==> config.mk <==
export PLATFORM = sky130hd
export DESIGN_NAME = lj_fifo
export DESIGN_NICKNAME = d
export VERILOG_FILES = /design/src/design/lj_pkg.sv /design/src/design/lj_fifo.sv
export SDC_FILE = /design/constraint.sdc
export NUM_CORES = 1
export LEC_CHECK = 0
export BUFFER_PORTS_ARGS = -buffer_cell sky130_fd_sc_hd__buf_2
export CAP_MARGIN = 25
export CELL_PAD_IN_SITES_DETAIL_PLACEMENT = 1
export CELL_PAD_IN_SITES_GLOBAL_PLACEMENT = 2
export CORE_MARGIN = 10
export CORE_UTILIZATION = 41
export DETAILED_ROUTE_END_ITERATION = 7
export PLACE_DENSITY_LB_ADDON = 0.3
export SYNTH_ARGS = -nofsm -noshare
export SYNTH_HDL_FRONTEND = slang
export SYNTH_SLANG_ARGS = --single-unit
export TNS_END_PERCENT = 100
==> constraint.sdc <==
create_clock -name clock -period 3.8 [get_ports clock]
set_clock_uncertainty 0.1 [all_clocks]
set_input_delay 0.19 -clock clock [delete_from_list [all_inputs] [get_ports clock]]
set_output_delay 0.19 -clock clock [all_outputs]
set_load 0.05 [all_outputs]
==> src/design/lj_pkg.sv <==
// ----------------------------------------------------------------------------
// lj_pkg: shared types and constants of the pair force block
// Register indexes, reset values, queue entry layout and pipeline figures.
// ----------------------------------------------------------------------------
package lj_pkg;

   // Fixed-point fraction bits at the default setting.
   localparam int LJ_FRAC_BITS = 16;

   // Field widths fixed by the interface.
   localparam int POS_W   = 32;
   localparam int SIGMA_W = 24;
   localparam int EPS_W   = 24;
   localparam int FORCE_W = 32;
   localparam int CSR_IDX_W = 3;

   // Queue between front and back.
   localparam int LJ_QUEUE_DEPTH = 4;

   // Arithmetic units.
   localparam int WORD_W = 64;
   localparam int MUL_LAT = 2;
   localparam int FORCE_QW = 33;

   // Register reset values.
   localparam logic [31:0] BOX_RESET    = 32'd655360;
   localparam logic [31:0] THR_RESET    = 32'd98304;
   localparam logic [31:0] CUTOFF_RESET = 32'd98304;
   localparam logic [23:0] EPS_RESET    = 24'd98304;

   // Configuration register indexes.
   typedef enum logic [CSR_IDX_W-1:0] {
      CSR_BOX_X     = 3'd0,
      CSR_BOX_Y     = 3'd1,
      CSR_BOX_Z     = 3'd2,
      CSR_THRESHOLD = 3'd3,
      CSR_CUTOFF    = 3'd4,
      CSR_EPSILON   = 3'd5
   } csr_index_type;

   // One classified pair as it travels from front to back.
   typedef struct packed {
      logic [2:0][31:0]    mag;
      logic [2:0]          neg;
      logic                far;
      logic [SIGMA_W-1:0]  sigma;
   } pair_type;

endpackage

==> src/design/lj_fifo.sv <==
// ----------------------------------------------------------------------------
// lj_fifo: short queue between front and back
// Holds classified pairs so that either side can stall on its own.
// ----------------------------------------------------------------------------
module lj_fifo
   import lj_pkg::*;
#(
   parameter int DEPTH = LJ_QUEUE_DEPTH
) (
   input  logic                       clock,
   input  logic                       reset,
   input  logic                       push,
   input  pair_type                   push_data,
   input  logic                       pop,
   output pair_type                   head,
   output logic                       empty,
   output logic [$clog2(DEPTH+1)-1:0] level
);

   localparam int AW = (DEPTH > 1) ? $clog2(DEPTH) : 1;
   localparam int LW = $clog2(DEPTH+1);

   pair_type      mem [DEPTH];
   logic [AW-1:0] wr_ptr_ff, wr_ptr_in;
   logic [AW-1:0] rd_ptr_ff, rd_ptr_in;
   logic [LW-1:0] level_ff, level_in;

   // Pointer and fill bookkeeping.
   always_comb begin
      wr_ptr_in = wr_ptr_ff;
      rd_ptr_in = rd_ptr_ff;
      level_in  = level_ff;
      if (push) begin
         wr_ptr_in = (wr_ptr_ff == AW'(DEPTH-1)) ? '0 : wr_ptr_ff + 1'b1;
      end
      if (pop) begin
         rd_ptr_in = (rd_ptr_ff == AW'(DEPTH-1)) ? '0 : rd_ptr_ff + 1'b1;
      end
      if (push && !pop) begin
         level_in = level_ff + 1'b1;
      end else if (pop && !push) begin
         level_in = level_ff - 1'b1;
      end
   end

   always_ff @(posedge clock) begin
      if (reset) begin
         wr_ptr_ff <= '0;
         rd_ptr_ff <= '0;
         level_ff  <= '0;
      end else begin
         wr_ptr_ff <= wr_ptr_in;
         rd_ptr_ff <= rd_ptr_in;
         level_ff  <= level_in;
      end
   end

   // Storage.
   always_ff @(posedge clock) begin
      if (push) begin
         mem[wr_ptr_ff] <= push_data;
      end
   end

   assign head  = mem[rd_ptr_ff];
   assign empty = (level_ff == '0);
   assign level = level_ff;

   // The front must never push into a full queue.
   a_no_overflow: assert property (@(posedge clock) disable iff (reset)
      !(push && !pop && level_ff == LW'(DEPTH)))
      else $error("queue overflow");

   // Popping an empty queue would hand stale data to the back.
   a_no_underflow: assert property (@(posedge clock) disable iff (reset)
      !(pop && level_ff == '0))
      else $error("queue underflow");

endmodule

# Word level (Yosys, flattened, before mapping)
# Memory sizes are Yosys's and may differ from the RTL's. A register that Yosys moved wholly into a read port is not among the register bits.
# Index checks and enable logic that the tools add are counted.
# totals
ramBits	496
memories	1
inputBits	128
register_bits	7
elab_cells	24
# mem_list
memory	words	word_bits	read_ports	rd_clocked_by_memory_dff	wr	line_no	source
mem	4	124	1	1	1	lj_fifo.sv:23	pair_type mem [DEPTH];
# op_classes
n_mux	8
n_reduce_logical	6
n_eq_ne	2
add_sub_neg	4
# ops
operator	count
two-way mux 2 bit	4
two-way mux 3 bit	2
adder 2 x 1 -> 2 bit, second input constant	2
== test 2 bit, second input constant	2
adder 3 x 1 -> 3 bit, second input constant	1
zero test 3 bit	1
subtractor 3 x 1 -> 3 bit, second input constant	1
logical AND 1 bit	2
zero test 1 bit	2
two-way mux 1 bit	2
nonzero test 2 bit	1

# Depth between registers and ports, before layout
# logic_depth
word_depth	4
mapped_depth	7

# Worst setup path after synthesis
# No wires, ideal clock.
# synth_path
kind	flip-flop to flip-flop
start	reg wr_ptr_ff[0]
end	mem mem[3][0] (netlist bit), enable pin
path_buffers	0
setup_slack_ns	-0.189
setup_time_ns	0.497
synth_period_minus_slack_ns	3.989
stages_incl_launch_ff	3
arrival_time_ns	3.392
required_time_ns	3.203
path_cell_list	dfxtp_1 -> ha_1 -> and2_1
# synth_rtl
element	line_no	source
start, declared	lj_fifo.sv:24	logic [AW-1:0] wr_ptr_ff, wr_ptr_in;
start signal, assigned	lj_fifo.sv:52	wr_ptr_ff <= wr_ptr_in;
end, declared	lj_fifo.sv:23	
# No word-level cell before the write port.

==> out/metrics.cfg <==
[clock_tree]
cts_tree=done
post-cts-setup-buffer-count=0
cts.sinks=505
clk_pin_slew_ns=0.06
insertion_delay_ns=0.57
numCtsBuffers=52
cts_buffer_depth=3
h-tree-depth=2
cts.repair.resized=0
clockRootBuffer=clkbuf_16

[critical_path]
startpoint_type=flop
cp_top_family=flip-flops
critical_path.endpoint_type=output port
path_max_fanout=33
crit_chain=buf_4, mux4_2, buf_2
crit_type=reg -> out
path_buf_inv=2
slowest_stage=dfxtp_4
crit_required_ns=3.51
arrival_ns=2.66
critPathMaxStageDelay_ns=0.87
worstReg2RegStart=wr_ptr_ff[0]$_SDFFE_PP0P_

[hold_path]
hp-class=in -> reg
hp-start=push_data[0]

[sta]
fmax_mhz=339
finalSetupViolations=0
worst_pin_slew_ns=0.836
rsz0062_at_grt=false
finalCritPeriodShare_pct=77.7
timing.hold.ws_ns=0.271
max_slew_margin_pct=44.2
finalCriticalPeriod_ns=2.95
finalSetupTns_ns=0
hold_violations=0
drv_slew=0

[power]
p_leak_uw=0.00796
switching_power_uw=3260
pwr-share-clk_pct=37.3
p_seq_share_pct=49.4
power.density_nw_per_um2=559
peakVddDrop_v=0.000429
combPwrFrac_pct=13.3
internal_power_uw=9830
switching_share_pct=24.9

[floorplanning]
die_h_um=231
start_util_pct=41.4
dieArea_um2=53500
ioPinCount=256
die_width_um=231
rows=77
core_area_um2=44200

[final_layout]
fillers=3870
final_cell_mix=496 x edfxtp_1, 255 x buf_2, 128 x dlygate4sd3_1
drive_above_1_share_pct=41.2
layout_commonest_cell=edfxtp_1
area_delta_synth_final_pct=27.8
final_util_pct=52.9
final_nets=1262
fin_area_um2=23400

[status]
outcome=finished clean

[global_routing]
grt_pass1_wl_um=62300
gr-usage-all-layers_pct=15.2
grt_max_degree=57
grt_pass1_vias=9972
overflow=0
grt_antenna_before_repair=5

[route]
first_pass_iters=6
wl_per_cell_um=23.1
drtIter0Drc=615
route.vias.total=8849
viasPerCell=5.02
drc=0
drt_wl_total_um=40800
detail-route-antenna-nets=0

[place]
port-buffer-count=255
placed_cell_area_um2=20500
dp_hpwl_um=24900
gp_congestion=0.697

[logic_synthesis]
yosysUniqueCellTypes=18
syn_area_per_cell_um2=26.5
yosysSeqAreaShare_pct=82.4
syn_area_um2=18300
ys.warnings.count=0
ys_ff_latch=505
synth_nets=826
syn_inst=691

[job]
max_cap_viol_count=0

area by class of cell:
cell class              count  area, um2  area share, %
diodes                      5       12.5         0.0535
repair buffers            410       2870           12.3
flip-flops and latches    505      15100           64.5
clock buffers              67       1380           5.89
multi-input cells         154       3040           13.0
well taps                 592        741           3.17
inverters                   4       15.0         0.0642
clock inverters            27        253           1.08
power groups by stage:
stage / clock network, uW / logic [uW] / registers (uW)
after floorplan: 0 / 1160 / 6570
after global placement: 0 / 1650 / 6570
after detailed placement: 0 / 1660 / 6590
after CTS: 5030 / 1770 / 6470
after global routing: 5250 / 1840 / 6490
final: 4880 / 1740 / 6470
worst paths after layout:
check,depth (start not counted),slack (ns),endpoint
setup / recovery,3,0.85,head[36]
hold / removal,2,0.27,mem[1][0]$_DFFE_PP_
setup reg to reg,4,1.65,mem[2][23]$_DFFE_PP_
hold reg to reg,2,0.43,level[2]$_SDFFE_PP0P_
logic make-up (layout without fill, tap and decap cells):
group | after synthesis | count (layout) | synth area share, %
flip-flops | 505 | 505 | 82.4
multiplexers | 128 | 128 | 15.5
buffers and inverters | 32 | 508 | 1.08
AND/OR/NAND/NOR | 14 | 14 | 0.383
adder cells (fa/ha/maj) | 7 | 7 | 0.520
AO/OA/AOI/OAI | 3 | 3 | 0.0820
XOR/XNOR | 2 | 2 | 0.0957
other | 0 | 5 | 0
state kept, by name (all words and copies together) (netlist names), named ones only:
name	cells
rd_ptr_ff	2
wr_ptr_ff	2
mem	496
level	3
Yosys cell counts:
library cell,number,area share (%)
edfxtp_1,496,81
mux4_2,124,15
buf_2,14,0.38
dfxtp_1,9,0.98
buf_6,8,0.49
nor2_1,7,0.14
clkbuf_1,6,0.12
ha_1,6,0.41
and2_1,4,0.14
inv_1,4,0.082
mux2i_1,4,0.22
a21oi_1,2,0.055
xor2_1,2,0.096
fa_1,1,0.11
nor3_1,1,0.027
nor3b_1,1,0.041
o21ai_0,1,0.027
or3_1,1,0.034
metrics by stage:
stage               worst slack [ns]  total power, uW  instances
floorplan                       1.18             7730        691
global placement                1.39             8220       1537
detailed placement              1.38             8240       1537
CTS                            0.734            13300       1759
global route                   0.650            13600       1762
finish                         0.849            13100       1764
timing repair:
item | 4_1_cts | 5_1_grt
hold buffers | 128 | 0
endpoints found under the setup margin | 0 | 0
endpoints found under the hold margin | 505 | 0
per-layer routing:
| layer | GRT usage [%] | share of wire [%] |
|---|---|---|
| met5 | 0 | 0.017 |
| met4 | 4.62 | 2.0 |
| met3 | 4.06 | 6.3 |
| met2 | 24.6 | 49 |
| met1 | 19.9 | 43 |
Power figures use the tool's default switching activity.
