--- config.mk ---
export PLATFORM = sky130hd
export DESIGN_NAME = lj_front
export DESIGN_NICKNAME = d
export VERILOG_FILES = /design/src/design/lj_pkg.sv /design/src/design/lj_front.sv
export SDC_FILE = /design/constraint.sdc
export NUM_CORES = 1
export LEC_CHECK = 0
export BUFFER_PORTS_ARGS = -buffer_cell sky130_fd_sc_hd__buf_2
export CORE_ASPECT_RATIO = 0.9
export CORE_UTILIZATION = 45
export DETAILED_ROUTE_END_ITERATION = 16
export PLACE_DENSITY = 0.66
export SYNTH_ARGS = -nofsm -noshare
export SYNTH_HDL_FRONTEND = slang
export SYNTH_SLANG_ARGS = --single-unit
--- constraint.sdc ---
create_clock -name clock -period 11.7 [get_ports clock]
set_clock_uncertainty 0.2 [all_clocks]
set_input_delay 1.17 -clock clock [delete_from_list [all_inputs] [get_ports clock]]
set_output_delay 1.17 -clock clock [all_outputs]
set_load 0.02 [all_outputs]
--- src/design/lj_pkg.sv ---
// ----------------------------------------------------------------------------
// lj_pkg: shared types and constants of the pair force block
// Register indexes, reset values, queue entry layout and pipeline figures.
// ----------------------------------------------------------------------------
package lj_pkg;

   // Fixed-point fraction bits at the default setting.
   localparam int LJ_FRAC_BITS = 16;

   // Field widths fixed by the interface.
   localparam int POS_W   = 32;
   localparam int SIGMA_W = 24;
   localparam int EPS_W   = 24;
   localparam int FORCE_W = 32;
   localparam int CSR_IDX_W = 3;

   // Queue between front and back.
   localparam int LJ_QUEUE_DEPTH = 4;

   // Arithmetic units.
   localparam int WORD_W = 64;
   localparam int MUL_LAT = 2;
   localparam int FORCE_QW = 33;

   // Register reset values.
   localparam logic [31:0] BOX_RESET    = 32'd655360;
   localparam logic [31:0] THR_RESET    = 32'd98304;
   localparam logic [31:0] CUTOFF_RESET = 32'd98304;
   localparam logic [23:0] EPS_RESET    = 24'd98304;

   // Configuration register indexes.
   typedef enum logic [CSR_IDX_W-1:0] {
      CSR_BOX_X     = 3'd0,
      CSR_BOX_Y     = 3'd1,
      CSR_BOX_Z     = 3'd2,
      CSR_THRESHOLD = 3'd3,
      CSR_CUTOFF    = 3'd4,
      CSR_EPSILON   = 3'd5
   } csr_index_type;

   // One classified pair as it travels from front to back.
   typedef struct packed {
      logic [2:0][31:0]    mag;
      logic [2:0]          neg;
      logic                far;
      logic [SIGMA_W-1:0]  sigma;
   } pair_type;

endpackage

--- src/design/lj_front.sv ---
// ----------------------------------------------------------------------------
// lj_front: separation and minimum-image classification
// Two stages: per-axis difference and threshold test, then the box shift,
// magnitude and cutoff test per axis. Entry is gated by queue credits.
// ----------------------------------------------------------------------------
module lj_front
   import lj_pkg::*;
#(
   parameter int DEPTH = LJ_QUEUE_DEPTH
) (
   input  logic                       clock,
   input  logic                       reset,
   input  logic                       req_tvalid,
   output logic                       req_tready,
   input  logic [215:0]               req_tdata,
   input  logic [2:0][31:0]           box,
   input  logic [31:0]                threshold,
   input  logic [31:0]                cutoff,
   input  logic [$clog2(DEPTH+1)-1:0] level,
   output logic                       push,
   output pair_type                   push_data
);

   localparam int LW = $clog2(DEPTH+1);
   localparam int CRW = LW + 2;

   logic [2:0][32:0]    d1_ff;
   logic [2:0]          over1_ff;
   logic [SIGMA_W-1:0]  sigma1_ff;
   logic                v1_ff;
   pair_type            entry_ff, entry_in;
   logic                v2_ff;
   logic [CRW-1:0]      in_flight;
   logic                accept;

   // Credits: queue contents plus beats still inside the front.
   assign in_flight  = CRW'(level) + CRW'(v1_ff) + CRW'(v2_ff);
   assign req_tready = in_flight < CRW'(DEPTH);
   assign accept     = req_tvalid && req_tready;

   // Stage one: signed difference and the image threshold test.
   always_ff @(posedge clock) begin
      for (int a = 0; a < 3; a++) begin
         logic [32:0] diff;
         logic [31:0] dmag;
         diff = {1'b0, req_tdata[a*POS_W +: POS_W]} - {1'b0, req_tdata[(a+3)*POS_W +: POS_W]};
         dmag = diff[32] ? 32'(-diff) : diff[31:0];
         d1_ff[a]    <= diff;
         over1_ff[a] <= dmag > threshold;
      end
      sigma1_ff <= req_tdata[6*POS_W +: SIGMA_W];
   end

   // Stage two: move the second particle by one box length when needed.
   always_comb begin
      entry_in.far   = 1'b0;
      entry_in.sigma = sigma1_ff;
      for (int a = 0; a < 3; a++) begin
         logic [33:0] dw;
         logic [33:0] dm;
         dw = {d1_ff[a][32], d1_ff[a]};
         if (over1_ff[a]) begin
            dw = d1_ff[a][32] ? dw + {2'b00, box[a]} : dw - {2'b00, box[a]};
         end
         dm = dw[33] ? 34'(-dw) : dw;
         entry_in.neg[a] = dw[33];
         entry_in.mag[a] = dm[31:0];
         if (dm > {2'b00, cutoff}) begin
            entry_in.far = 1'b1;
         end
      end
   end

   always_ff @(posedge clock) begin
      entry_ff <= entry_in;
   end

   // Valid bits of the two stages.
   always_ff @(posedge clock) begin
      if (reset) begin
         v1_ff <= 1'b0;
         v2_ff <= 1'b0;
      end else begin
         v1_ff <= accept;
         v2_ff <= v1_ff;
      end
   end

   assign push      = v2_ff;
   assign push_data = entry_ff;

endmodule

* Word level (Yosys, flattened, before mapping)
Cells that the tools add are included.
Word-level totals: output and inout bits 126, input port bits 382, register bits after elaboration 252, word-level logic and storage cells 52
Cells by class: add/sub/neg operators 17, reduce and logical (&&, ||, !) cells 2, multiplexer cells 13, magnitude comparators 7
Operator list (number):
- two-way mux 34 bit | 9
- adder 33 x 33 -> 34 bit | 3
- > comparator 34 x 32 -> 1 bit | 3
- negation 34 bit | 3
- subtractor 33 x 33 -> 34 bit | 3
- subtractor 32 x 32 -> 33 bit | 3
- > comparator 32 bit | 3
- two-way mux 32 bit | 3
- negation 32 bit | 3
- adder 4 x 1 -> 5 bit | 1
- less-than comparator 5 x 3 -> 1 bit, second input constant | 1
- adder 3 x 1 -> 4 bit | 1
- OR reduction 2 bit | 1
- logical AND 1 bit | 1
- two-way mux 1 bit | 1

* Longest topological paths before layout
depth in word-level cells 7, gate-level depth with buffers 36, gate-level depth less buffers 35

* Worst setup path before layout
OpenSTA, ideal clock, no wires.
kind input-to-reg, start point input port box[5] (netlist bit), end point register entry_ff (netlist bit push_data[24]), setup slack 3.677 ns, data required time 11.370 ns, path buffers 3, cell stages on the path 33, data arrival time 7.693 ns, cell sequence or3_1 > or3_1 > nor3_1 > a21oi_1 > xor2_1 > ha_1 > clkbuf_1 > and2_1 > a221o_1 > nor2_1 > o221ai_1 > a211oi_1 > a21oi_1 > o21ai_0 > nand2b_1 > a311o_1 > buf_2 > buf_1 > a21oi_1 > xnor2_1 > ha_1 > a21o_1 > a21o_1 > a21o_1 > a21o_1 > a211o_1 > a221o_1 > a211o_1 > o211ai_1 > o311a_1 > o41ai_1 > a2111oi_2 > o21ai_1
RTL lines:
- from (decl) | RTL line lj_front.sv:16 | input logic [2:0][31:0] box,
- to (signal assigned) | RTL line lj_front.sv:75 | entry_ff <= entry_in;
- to (decl) | RTL line lj_front.sv:31 | pair_type entry_ff, entry_in;

==> results.py <==
metrics = {
    "timing": {
        "rsz0062_at_grt": "no",
        "holdWs_ps": 125,
        "worstMarginPinSlew_ps": 978,
        "setup_viol": 0,
        "slew_headroom": 0.338,
        "final_hold_viol_count": 0,
        "tns_ps": 0,
        "finalCriticalPeriod_ps": 8700,
        "setup_ws_ps": 3000,
        "slew_violations": 0,
        "fmaxAchievable_ghz": 0.115,
        "finalCritPeriodShare": 0.744,
    },
    "yosys": {
        "synth_compound_area_frac": 0.246,
        "synthFlopType": "dfxtp_1",
        "yosys_warnings": 0,
        "yosys.area_share.simple": 0.212,
        "synth_area_um2": 28700,
        "synth_top_family_by_area": "compound AO/OA/AOI/OAI gates",
        "avgSynthCellArea_um2": 7.69,
        "synth_cells": 3728,
        "synth_xor_area_frac": 0.116,
        "syn_nets": 4515,
        "synth_cell_types": 114,
        "ys_seq_area_frac": 0.176,
        "async_reset_ff_frac": 0,
        "ys_seq_elements": 252,
        "yosys.area_share.adder": 0.178,
        "synth_edf_count": 0,
        "synth.area.mux_share": 0.0172,
    },
    "final_layout": {
        "final_util": 0.523,
        "nNetsFinal": 4961,
        "area_delta_synth_final_pct": 14.6,
        "design_area_um2": 32800,
        "drive_gt1_frac": 0.159,
    },
    "cts": {
        "postCtsHoldBufs": 0,
        "cts_tree": "done",
        "postCtsResizedCells": 0,
        "htreeDepth": 1,
        "clkSinkCount": 252,
        "clkTransAtPathRegs_ps": 60,
        "clk_path_buf_depth": 3,
        "cts-buffers-inserted": 29,
        "clock_latency_ps": 580,
        "cts_root_buffer": "clkbuf_16",
        "post_cts_buffers": 0,
    },
    "setup_path": {
        "critPathRequiredTime_ps": 11950,
        "endpoint_kind": "register",
        "arrival_ps": 8950,
        "cp_max_fo": 20,
        "worst-setup-path-type": "in -> reg",
        "start_kind": "input port",
        "cp_slowest_cell": "nor4b_1",
        "cp_slowest_stage_delay_ps": 850,
    },
    "detailed_routing": {
        "totalWireLength_um": 98900,
        "drt_first_pass_iters": 8,
        "avgViaCountPerCell": 5.75,
        "wl_per_cell_um": 19.6,
        "drc": 0,
        "drt_iter0_markers": 2098,
        "antenna_left": 0,
        "vias": 29000,
    },
    "pwr": {
        "p_leak_uw": 0.0155,
        "ir_worst_vdd_uv": 131,
        "power_density_nw_per_um2": 220,
    },
    "global_route": {
        "grt_pass1_wl_um": 148000,
        "grt_start_max_net_pins": 69,
        "grt_pass1_vias": 26200,
        "track_usage": 0.294,
        "antenna_found_initial": 20,
        "overflow": 0,
    },
    "placed_design": {
        "port_buffers": 507,
        "placed_area_um2": 31900,
        "hpwl_um": 84700,
        "place_ws_ps": 2620,
        "gp_congestion": 1.00,
    },
    "floorplanning": {
        "ios": 508,
        "start_util": 0.456,
        "die_x_um": 268,
        "coreArea_um2": 62800,
        "die-area_um2": 64700,
        "rows": 87,
        "die_y_um": 241,
    },
    "job": {
        "maxCapViolCount": 0,
    },
    "outcome": {
        "outcome": "finished clean",
    },
    "worst_hold_path": {
        "hold_path_class": "reg -> reg",
    },
}
## worst max-delay path: cells and delay by family
family	cells	cell delay [ps]
fa+ha+maj	2	660
simple gates	6	2580
xor+xnor	2	430
compound gates	18	3660
buf+inv	2	470
## routing by layer
layer / share of wire / vias up / global-route usage / wire length [um]
met2: 0.44 / 1049 / 0.471 / 43200
li1: - / 14500 / - / -
met4: 0.034 / 20 / 0.0965 / 3330
met1: 0.45 / 13300 / 0.399 / 44500
met5: 0.0015 / - / 0 / 151
met3: 0.078 / 171 / 0.0513 / 7750
## per-stage QoR
stage | std cells | power, uW
2_1_floorplan | 3728 | 4800
3_3_place_gp | 4988 | 6180
3_5_place_dp | 4988 | 6220
4_1_cts | 5041 | 7150
5_1_grt | 5044 | 7790
6_report | 5051 | 7230
## power breakdown
group	switching, uW	total (uW)	internal (uW)
registers	243	1400	1150
logic	3050	4920	1870
clock network	400	910	509
total	3690	7230	3530
## logic make-up (layout without fill, tap and decap cells)
logic type | Yosys count | after routing
simple gates | 1179 | 1179
buf+inv | 387 | 855
fa+ha+maj | 405 | 405
other cells | 0 | 10
mux | 48 | 48
compound gates | 1076 | 1076
xor+xnor | 381 | 381
flops | 252 | 252
## layout by cell type, fill, tap and decap left out, types with 33 or more instances in the layout
cell type and n:
nand3_1 92, and2_1 33, dfxtp_1 249, nor4_1 41
a21oi_1 340, xor2_1 184, or3_1 39, nand2_1 234
mux2i_1 37, o21ai_0 176, nand4_1 83, a21o_1 126
buf_2 507, a31oi_1 46, xnor2_1 197, nor3_1 102
a211oi_1 48, ha_1 399, nand2b_1 44, o21a_1 44
inv_1 281, nor2_1 296, nor2b_1 44, and3_1 44
## layout make-up
cell class | instances | area (um^2)
Multi-Input combinational cell | 3089 | 22100
Timing Repair Buffer | 517 | 2610
Tap cell | 845 | 1060
Antenna cell | 10 | 25.0
Fill cell | 6189 | 30000
Inverter | 285 | 1070
Sequential cell | 252 | 5050
Clock inverter | 17 | 155
Clock buffer | 36 | 792
## cells in the mapped netlist (83+ instances only)
cell	count	share of area
a21o_1	126	0.033
xor2_1	184	0.056
nor2_1	296	0.039
o21ai_0	176	0.031
nand4_1	83	0.018
nand3_1	92	0.016
xnor2_1	197	0.060
inv_1	281	0.037
a21oi_1	340	0.059
nand2_1	234	0.031
nor3_1	102	0.018
ha_1	399	0.17
dfxtp_1	252	0.18
## state kept, by name (all words and copies together) (netlist names)
signal,flops
v1_ff,1
push,1
push_data,124
over1_ff,3
sigma1_ff,24
d1_ff,99
## worst paths after layout
| check | from | cells after the start | end | slack, ps |
|---|---|---|---|---|
| setup / recovery | box[35] | 30 | push_data[24]$_SDFF_PP1_ | 3000 |
| hold reg to reg | sigma1_ff[2]$_DFF_P_ | 0 | push_data[2]$_DFF_P_ | 130 |
| setup reg to reg | d1_ff[32]$_DFF_P_ | 28 | push_data[24]$_SDFF_PP1_ | 4000 |
| hold / removal | sigma1_ff[2]$_DFF_P_ | 0 | push_data[2]$_DFF_P_ | 130 |
(Power assumes the default switching activity.)
